$ cat src/design/pmw_pkg.sv
// pmw_pkg: shared types and codes for the priority mutex wait queue.
// No dependencies; used by every module of the block.
package pmw_pkg;

  localparam int TID_W  = 8;
  localparam int NICE_W = 7;

  localparam logic [1:0] ACT_INIT   = 2'd0;
  localparam logic [1:0] ACT_LOCK   = 2'd1;
  localparam logic [1:0] ACT_UNLOCK = 2'd2;

  localparam logic [2:0] STAT_OK            = 3'd0;
  localparam logic [2:0] STAT_QUEUED        = 3'd1;
  localparam logic [2:0] STAT_NOT_INIT      = 3'd2;
  localparam logic [2:0] STAT_ALREADY_OWNER = 3'd3;
  localparam logic [2:0] STAT_NOT_OWNER     = 3'd4;
  localparam logic [2:0] STAT_ALREADY_INIT  = 3'd5;
  localparam logic [2:0] STAT_FULL          = 3'd6;

  typedef struct packed {
    logic [1:0]        action;
    logic [TID_W-1:0]  thread_id;
    logic [NICE_W-1:0] nice_value;
  } pmw_in_t;

  typedef struct packed {
    logic [2:0]       status;
    logic             woken_valid;
    logic [TID_W-1:0] woken_thread;
  } pmw_out_t;

  // Token that walks the slot chain: a lock looks for the first free slot,
  // an unlock carries the best waiter seen so far.
  typedef struct packed {
    logic              active;
    logic              is_lock;
    logic [TID_W-1:0]  tid;
    logic [NICE_W-1:0] nice;
    logic              done;
    logic [NICE_W-1:0] best_nice;
    logic [TID_W-1:0]  best_thread;
  } pmw_tok_t;

endpackage

$ cat src/design/pmw_cell.sv
// pmw_cell: one wait slot plus a registered stage of the token chain.
// Depends on pmw_pkg.
module pmw_cell #(
  parameter int IW  = 3,
  parameter int IDX = 0
) (
  input  logic             clk,
  input  logic             rst_n,
  input  logic             clear_all,
  input  logic             clear_en,
  input  logic [IW-1:0]    clear_idx,
  input  pmw_pkg::pmw_tok_t tok_i,
  input  logic [IW-1:0]    idx_i,
  output pmw_pkg::pmw_tok_t tok_o,
  output logic [IW-1:0]    idx_o
);

  logic                          valid_r;
  logic [pmw_pkg::TID_W-1:0]     thread_r;
  logic [pmw_pkg::NICE_W-1:0]    nice_r;
  pmw_pkg::pmw_tok_t             tok_r, tok_nxt;
  logic [IW-1:0]                 idx_r, idx_nxt;
  logic                          wr;

  always_comb begin
    tok_nxt = tok_i;
    idx_nxt = idx_i;
    wr      = 1'b0;
    if (tok_i.active) begin
      if (tok_i.is_lock) begin
        // first free slot takes the waiter
        if (!tok_i.done && !valid_r) begin
          wr           = 1'b1;
          tok_nxt.done = 1'b1;
        end
      end else if (valid_r && (!tok_i.done || nice_r < tok_i.best_nice)) begin
        // strict less-than keeps the lowest slot on ties
        tok_nxt.done        = 1'b1;
        tok_nxt.best_nice   = nice_r;
        tok_nxt.best_thread = thread_r;
        idx_nxt             = IW'(IDX);
      end
    end
  end

  always_ff @(posedge clk) begin
    if (!rst_n) begin
      valid_r <= 1'b0;
    end else if (clear_all) begin
      valid_r <= 1'b0;
    end else if (wr) begin
      valid_r <= 1'b1;
    end else if (clear_en && clear_idx == IW'(IDX)) begin
      valid_r <= 1'b0;
    end
  end

  always_ff @(posedge clk) begin
    if (wr) begin
      thread_r <= tok_i.tid;
      nice_r   <= tok_i.nice;
    end
  end

  always_ff @(posedge clk) begin
    if (!rst_n) begin
      tok_r.active <= 1'b0;
    end else begin
      tok_r <= tok_nxt;
    end
  end

  always_ff @(posedge clk) begin
    idx_r <= idx_nxt;
  end

  assign tok_o = tok_r;
  assign idx_o = idx_r;

endmodule

$ cat src/design/priority_mutex_waitqueue.sv
// priority_mutex_waitqueue: top level of the priority mutex with wait slots.
// Depends on pmw_pkg and pmw_cell.
//
// One transaction is accepted when start is high and busy is low; each one
// yields exactly one result, shown for one cycle with out_valid high. The
// receiver cannot stall, so results are never held back. Init, error cases
// and a lock on a free mutex are answered directly: the result shows in the
// cycle after acceptance and the next transaction can be accepted in that
// same cycle. A lock that must wait and an unlock by the owner send a token
// through the chain of WAIT_SLOTS slot cells, one cell per cycle; busy
// stays high while the token is in the chain and the result shows in the
// cycle busy falls. The lock waiter picks the first free slot; the unlock
// search picks the lowest nice value, lowest slot on ties, and hands
// ownership straight to that thread.
module priority_mutex_waitqueue #(
  parameter int WAIT_SLOTS = 7
) (
  input  logic              clk,
  input  logic              rst_n,
  input  logic              start,
  output logic              busy,
  input  pmw_pkg::pmw_in_t  in_item,
  output logic              out_valid,
  output pmw_pkg::pmw_out_t out_item
);

  localparam int IW = (WAIT_SLOTS > 1) ? $clog2(WAIT_SLOTS) : 1;
  localparam int CW = $clog2(WAIT_SLOTS + 1);

  localparam logic S_IDLE = 1'b0;
  localparam logic S_SCAN = 1'b1;

  logic                      state_r, state_nxt;
  logic                      init_r, init_nxt;
  logic                      held_r, held_nxt;
  logic [pmw_pkg::TID_W-1:0] owner_r, owner_nxt;
  logic [CW-1:0]             cnt_r, cnt_nxt;
  logic                      out_valid_r, out_valid_nxt;
  pmw_pkg::pmw_out_t         out_item_r, out_item_nxt;

  logic                      accept;
  logic                      launch;
  logic                      clear_all;
  logic                      clear_en;

  pmw_pkg::pmw_tok_t         tok_w [WAIT_SLOTS+1];
  logic [IW-1:0]             idx_w [WAIT_SLOTS+1];
  pmw_pkg::pmw_tok_t         tail;

  assign accept = start && (state_r == S_IDLE);
  assign busy   = (state_r == S_SCAN);
  assign tail   = tok_w[WAIT_SLOTS];

  // request decode and the finish of a chain pass
  always_comb begin
    state_nxt     = state_r;
    init_nxt      = init_r;
    held_nxt      = held_r;
    owner_nxt     = owner_r;
    cnt_nxt       = cnt_r;
    out_valid_nxt = 1'b0;
    out_item_nxt  = '0;
    launch        = 1'b0;
    clear_all     = 1'b0;
    clear_en      = 1'b0;

    if (accept) begin
      out_valid_nxt = 1'b1;
      if (in_item.action == pmw_pkg::ACT_INIT) begin
        if (init_r) begin
          out_item_nxt.status = pmw_pkg::STAT_ALREADY_INIT;
        end else begin
          init_nxt  = 1'b1;
          held_nxt  = 1'b0;
          owner_nxt = '0;
          cnt_nxt   = '0;
          clear_all = 1'b1;
          out_item_nxt.status = pmw_pkg::STAT_OK;
        end
      end else if (!init_r) begin
        out_item_nxt.status = pmw_pkg::STAT_NOT_INIT;
      end else if (in_item.action == pmw_pkg::ACT_LOCK) begin
        if (!held_r) begin
          held_nxt  = 1'b1;
          owner_nxt = in_item.thread_id;
          out_item_nxt.status = pmw_pkg::STAT_OK;
        end else if (owner_r == in_item.thread_id) begin
          out_item_nxt.status = pmw_pkg::STAT_ALREADY_OWNER;
        end else if (cnt_r == CW'(WAIT_SLOTS)) begin
          out_item_nxt.status = pmw_pkg::STAT_FULL;
        end else begin
          // park the caller: walk the chain for a free slot
          launch        = 1'b1;
          out_valid_nxt = 1'b0;
          state_nxt     = S_SCAN;
        end
      end else if (in_item.action == pmw_pkg::ACT_UNLOCK) begin
        if (!held_r || owner_r != in_item.thread_id) begin
          out_item_nxt.status = pmw_pkg::STAT_NOT_OWNER;
        end else begin
          // owner releases: search the chain for the best waiter
          launch        = 1'b1;
          out_valid_nxt = 1'b0;
          state_nxt     = S_SCAN;
        end
      end else begin
        out_item_nxt.status = pmw_pkg::STAT_NOT_OWNER;
      end
    end else if (state_r == S_SCAN && tail.active) begin
      state_nxt     = S_IDLE;
      out_valid_nxt = 1'b1;
      if (tail.is_lock) begin
        cnt_nxt = cnt_r + CW'(1);
        out_item_nxt.status = pmw_pkg::STAT_QUEUED;
      end else begin
        out_item_nxt.status = pmw_pkg::STAT_OK;
        if (tail.done) begin
          // hand-off: held stays set, winner's slot is freed
          clear_en  = 1'b1;
          cnt_nxt   = cnt_r - CW'(1);
          owner_nxt = tail.best_thread;
          out_item_nxt.woken_valid  = 1'b1;
          out_item_nxt.woken_thread = tail.best_thread;
        end else begin
          held_nxt  = 1'b0;
          owner_nxt = '0;
        end
      end
    end
  end

  // token entering the head of the chain
  always_comb begin
    tok_w[0]             = '0;
    tok_w[0].active      = launch;
    tok_w[0].is_lock     = (in_item.action == pmw_pkg::ACT_LOCK);
    tok_w[0].tid         = in_item.thread_id;
    tok_w[0].nice        = in_item.nice_value;
    idx_w[0]             = '0;
  end

  for (genvar g = 0; g < WAIT_SLOTS; g++) begin : g_cell
    pmw_cell #(
      .IW  (IW),
      .IDX (g)
    ) u_cell (
      .clk       (clk),
      .rst_n     (rst_n),
      .clear_all (clear_all),
      .clear_en  (clear_en),
      .clear_idx (idx_w[WAIT_SLOTS]),
      .tok_i     (tok_w[g]),
      .idx_i     (idx_w[g]),
      .tok_o     (tok_w[g+1]),
      .idx_o     (idx_w[g+1])
    );
  end

  always_ff @(posedge clk) begin
    if (!rst_n) begin
      state_r     <= S_IDLE;
      init_r      <= 1'b0;
      held_r      <= 1'b0;
      owner_r     <= '0;
      cnt_r       <= '0;
      out_valid_r <= 1'b0;
    end else begin
      state_r     <= state_nxt;
      init_r      <= init_nxt;
      held_r      <= held_nxt;
      owner_r     <= owner_nxt;
      cnt_r       <= cnt_nxt;
      out_valid_r <= out_valid_nxt;
    end
  end

  always_ff @(posedge clk) begin
    out_item_r <= out_item_nxt;
  end

  assign out_valid = out_valid_r;
  assign out_item  = out_item_r;

endmodule

$ cat config.mk
export PLATFORM = sky130hd
export DESIGN_NAME = priority_mutex_waitqueue
export DESIGN_NICKNAME = d
export VERILOG_FILES = /design/src/design/pmw_pkg.sv /design/src/design/pmw_cell.sv /design/src/design/priority_mutex_waitqueue.sv
export SDC_FILE = /design/constraint.sdc
export NUM_CORES = 1
export LEC_CHECK = 0
export ABC_CLOCK_PERIOD_IN_PS = 4630
export BUFFER_PORTS_ARGS = -buffer_cell sky130_fd_sc_hd__buf_2
export CORE_ASPECT_RATIO = 0.75
export CORE_UTILIZATION = 37
export DETAILED_ROUTE_END_ITERATION = 8
export PLACE_DENSITY_LB_ADDON = 0.05
export SLEW_MARGIN = 20
export SYNTH_ARGS = -nofsm -noshare
export SYNTH_HDL_FRONTEND = slang
export SYNTH_HIERARCHICAL = 1
export SYNTH_SLANG_ARGS = --single-unit
$ cat constraint.sdc
create_clock -name clk -period 4.63 [get_ports clk]
set_input_delay 1.389 -clock clk [delete_from_list [all_inputs] [get_ports clk]]
set_output_delay 1.389 -clock clk [all_outputs]
set_load 0.005 [all_outputs]
==> run metrics <==
status completed; Worst setup startpoint start; critical path startpoint category input pin; P_sw 1.46 mW; GRT Overall Usage 0.138; final setup vio count 0; clock network power share 0.448; final hold slack 0.413 ns; fmax between 0.2 and 0.3 GHz; Avg Vias per Cell ~4.7; Logic pwr share 0.031; DRC errors left 0; clock insertion delay at the later pin of the skew report about 0.53 ns; RSZ-0062 raised after global routing no; fin. max-slew vios 0; Post-CTS Repair Setup Buffers 0; Critical Path AT about 4.0 ns; Initial Util 0.380; die width about 230 µm; CP endpoint kind flop; switching share of power 0.199; fin area approximately 17000 µm²; post-route ant nets 0; Relative slew margins 0.309; Int Power 5.88 mW; Clk pin slew, worst setup/hold paths 0.06 ns; placed cell area 15200 µm²; Final Net Count 1013; crit path kind in2reg; Post-Synthesis Cells 848; Reg-to-Reg End g_cell[0].u_cell/tok_o[0]; DP HPWL 18300 µm; PwrDens between 400 and 500 nW/µm²; Die Y 172 µm; row count 61; most common cell after layout, fill and taps aside edfxtp_1; Max clock buf depth 3; vias in the first global route around 7200; initial DRC count approximately 420; crit-path max FO 18; Setup Skew 0.0122 ns; final worst-path setup slack 1.00 ns; htree depth 2; Total Power 7.34 mW; number of antenna repair diodes 0; Place WS 0.459 ns; worst reg2reg path depth 7; area delta synth->final 16.5%; CTS Hold Bufs 0; setup TNS 0 ns; Final Core Density 0.443; minimum clock period 3.63 ns; clock root cell clkbuf_16; maximum VDD drop ~0.26 mV; Top Ports 34; crit path capture g_cell[0].u_cell/tok_o[0]; synth warn 6; Syn Std Cell Area 14200 µm²; pin count of the biggest net entering global routing 74; routability cong. 0.832; post-CTS sizing 0; r2r startpoint busy; Final Hold Viols 0; CTS tree built; commonest non-fill, non-tap cells in the layout edfxtp_1, dfxtp_1, inv_1; R2R Setup Slk 1.52 ns; drt pass-1 iters 4; core area 37500 µm²; total routed wirelength 26400 µm; Seq pwr share 0.522; worst-margin pin slew 1.03 ns; Worst Hold Class reg2reg; Crit path required time 5.02 ns; grt total ovfl 0; Cells after DPL between 1000 and 1500; Tcrit/Tclk final 0.784; maxcap violations 0; first-pass GRT wire length 41600 µm; via count 6914; share of layout cells above drive strength 1 0.196; clk sink count 369; fin cells 1484; total CTS buffers 38; leakage power slightly below 6 nW; Port-buffer cells 33; WL/cell between 15 and 20 µm; Avg Inst Size Synth 16.8 µm²; initial antenna violation count 3; die area 39300 µm²
-- worst min-delay path by stage --
stage | slack [ns] | to | depth (start not counted) | from
2_1_floorplan | 0.39 | g_cell[6].u_cell/idx_o[1] | 1 | g_cell[5].u_cell/idx_o[1]
3_3_place_gp | 0.39 | g_cell[6].u_cell/idx_o[2] | 1 | g_cell[5].u_cell/idx_o[2]
3_5_place_dp | 0.39 | g_cell[6].u_cell/idx_o[1] | 1 | g_cell[5].u_cell/idx_o[1]
4_1_cts | 0.41 | g_cell[6].u_cell/idx_o[1] | 1 | g_cell[5].u_cell/idx_o[1]
5_1_grt | 0.43 | g_cell[6].u_cell/idx_o[2] | 1 | g_cell[5].u_cell/idx_o[2]
6_report | 0.41 | g_cell[6].u_cell/idx_o[1] | 1 | g_cell[5].u_cell/idx_o[1]
-- registers in the layout (all words and copies together), names as in the netlist --
signal,flops
g_cell.u_cell/tok_o,209
g_cell.u_cell/idx_o,21
held_r,1
g_cell.u_cell/valid_r,7
g_cell.u_cell/thread_r,56
cnt_r,3
init_r,1
owner_r,8
out_valid,1
out_item,12
g_cell.u_cell/nice_r,49
busy,1
-- power groups by stage --
stage          combinational [mW]  clock (mW)  sequential (mW)
5_1_grt                     0.257        3.49             3.84
2_1_floorplan               0.137           0             3.85
3_3_place_gp                0.221           0             3.90
6_report                    0.226        3.28             3.83
4_1_cts                     0.230        3.39             3.83
3_5_place_dp                0.227           0             3.90
-- cell type report --
| class | instances | area (µm²) |
|---|---|---|
| Multi-Input combinational cell | 442 | 3620 |
| Fill cell | 3259 | 20900 |
| Timing Repair Buffer | 47 | 292 |
| Clock buffer | 57 | 1280 |
| Inverter | 52 | 195 |
| Clock inverter | 13 | 120 |
| Sequential cell | 369 | 10500 |
| Tap cell | 504 | 631 |
-- per-layer routing --
| layer | global-route usage | up-vias | routed length (µm) |
|---|---|---|---|
| li1 | - | 3347 | - |
| met1 | 0.205 | 3407 | 13600 |
| met2 | 0.201 | 117 | 10900 |
| met3 | 0.0274 | 43 | 1360 |
| met4 | 0.0455 | 0 | 533 |
| met5 | 0 | - | 0 |
-- worst max-delay path, cell delays in order --
cell and delay (ns):
buf_2 0.14, nand2b_4 0.10, nor2_2 0.45, nand3_1 0.15, mux2i_1 0.45, o2111ai_1 0.26, a211oi_4 0.77, mux2_2 0.31
Power figures use the tool's default switching activity.
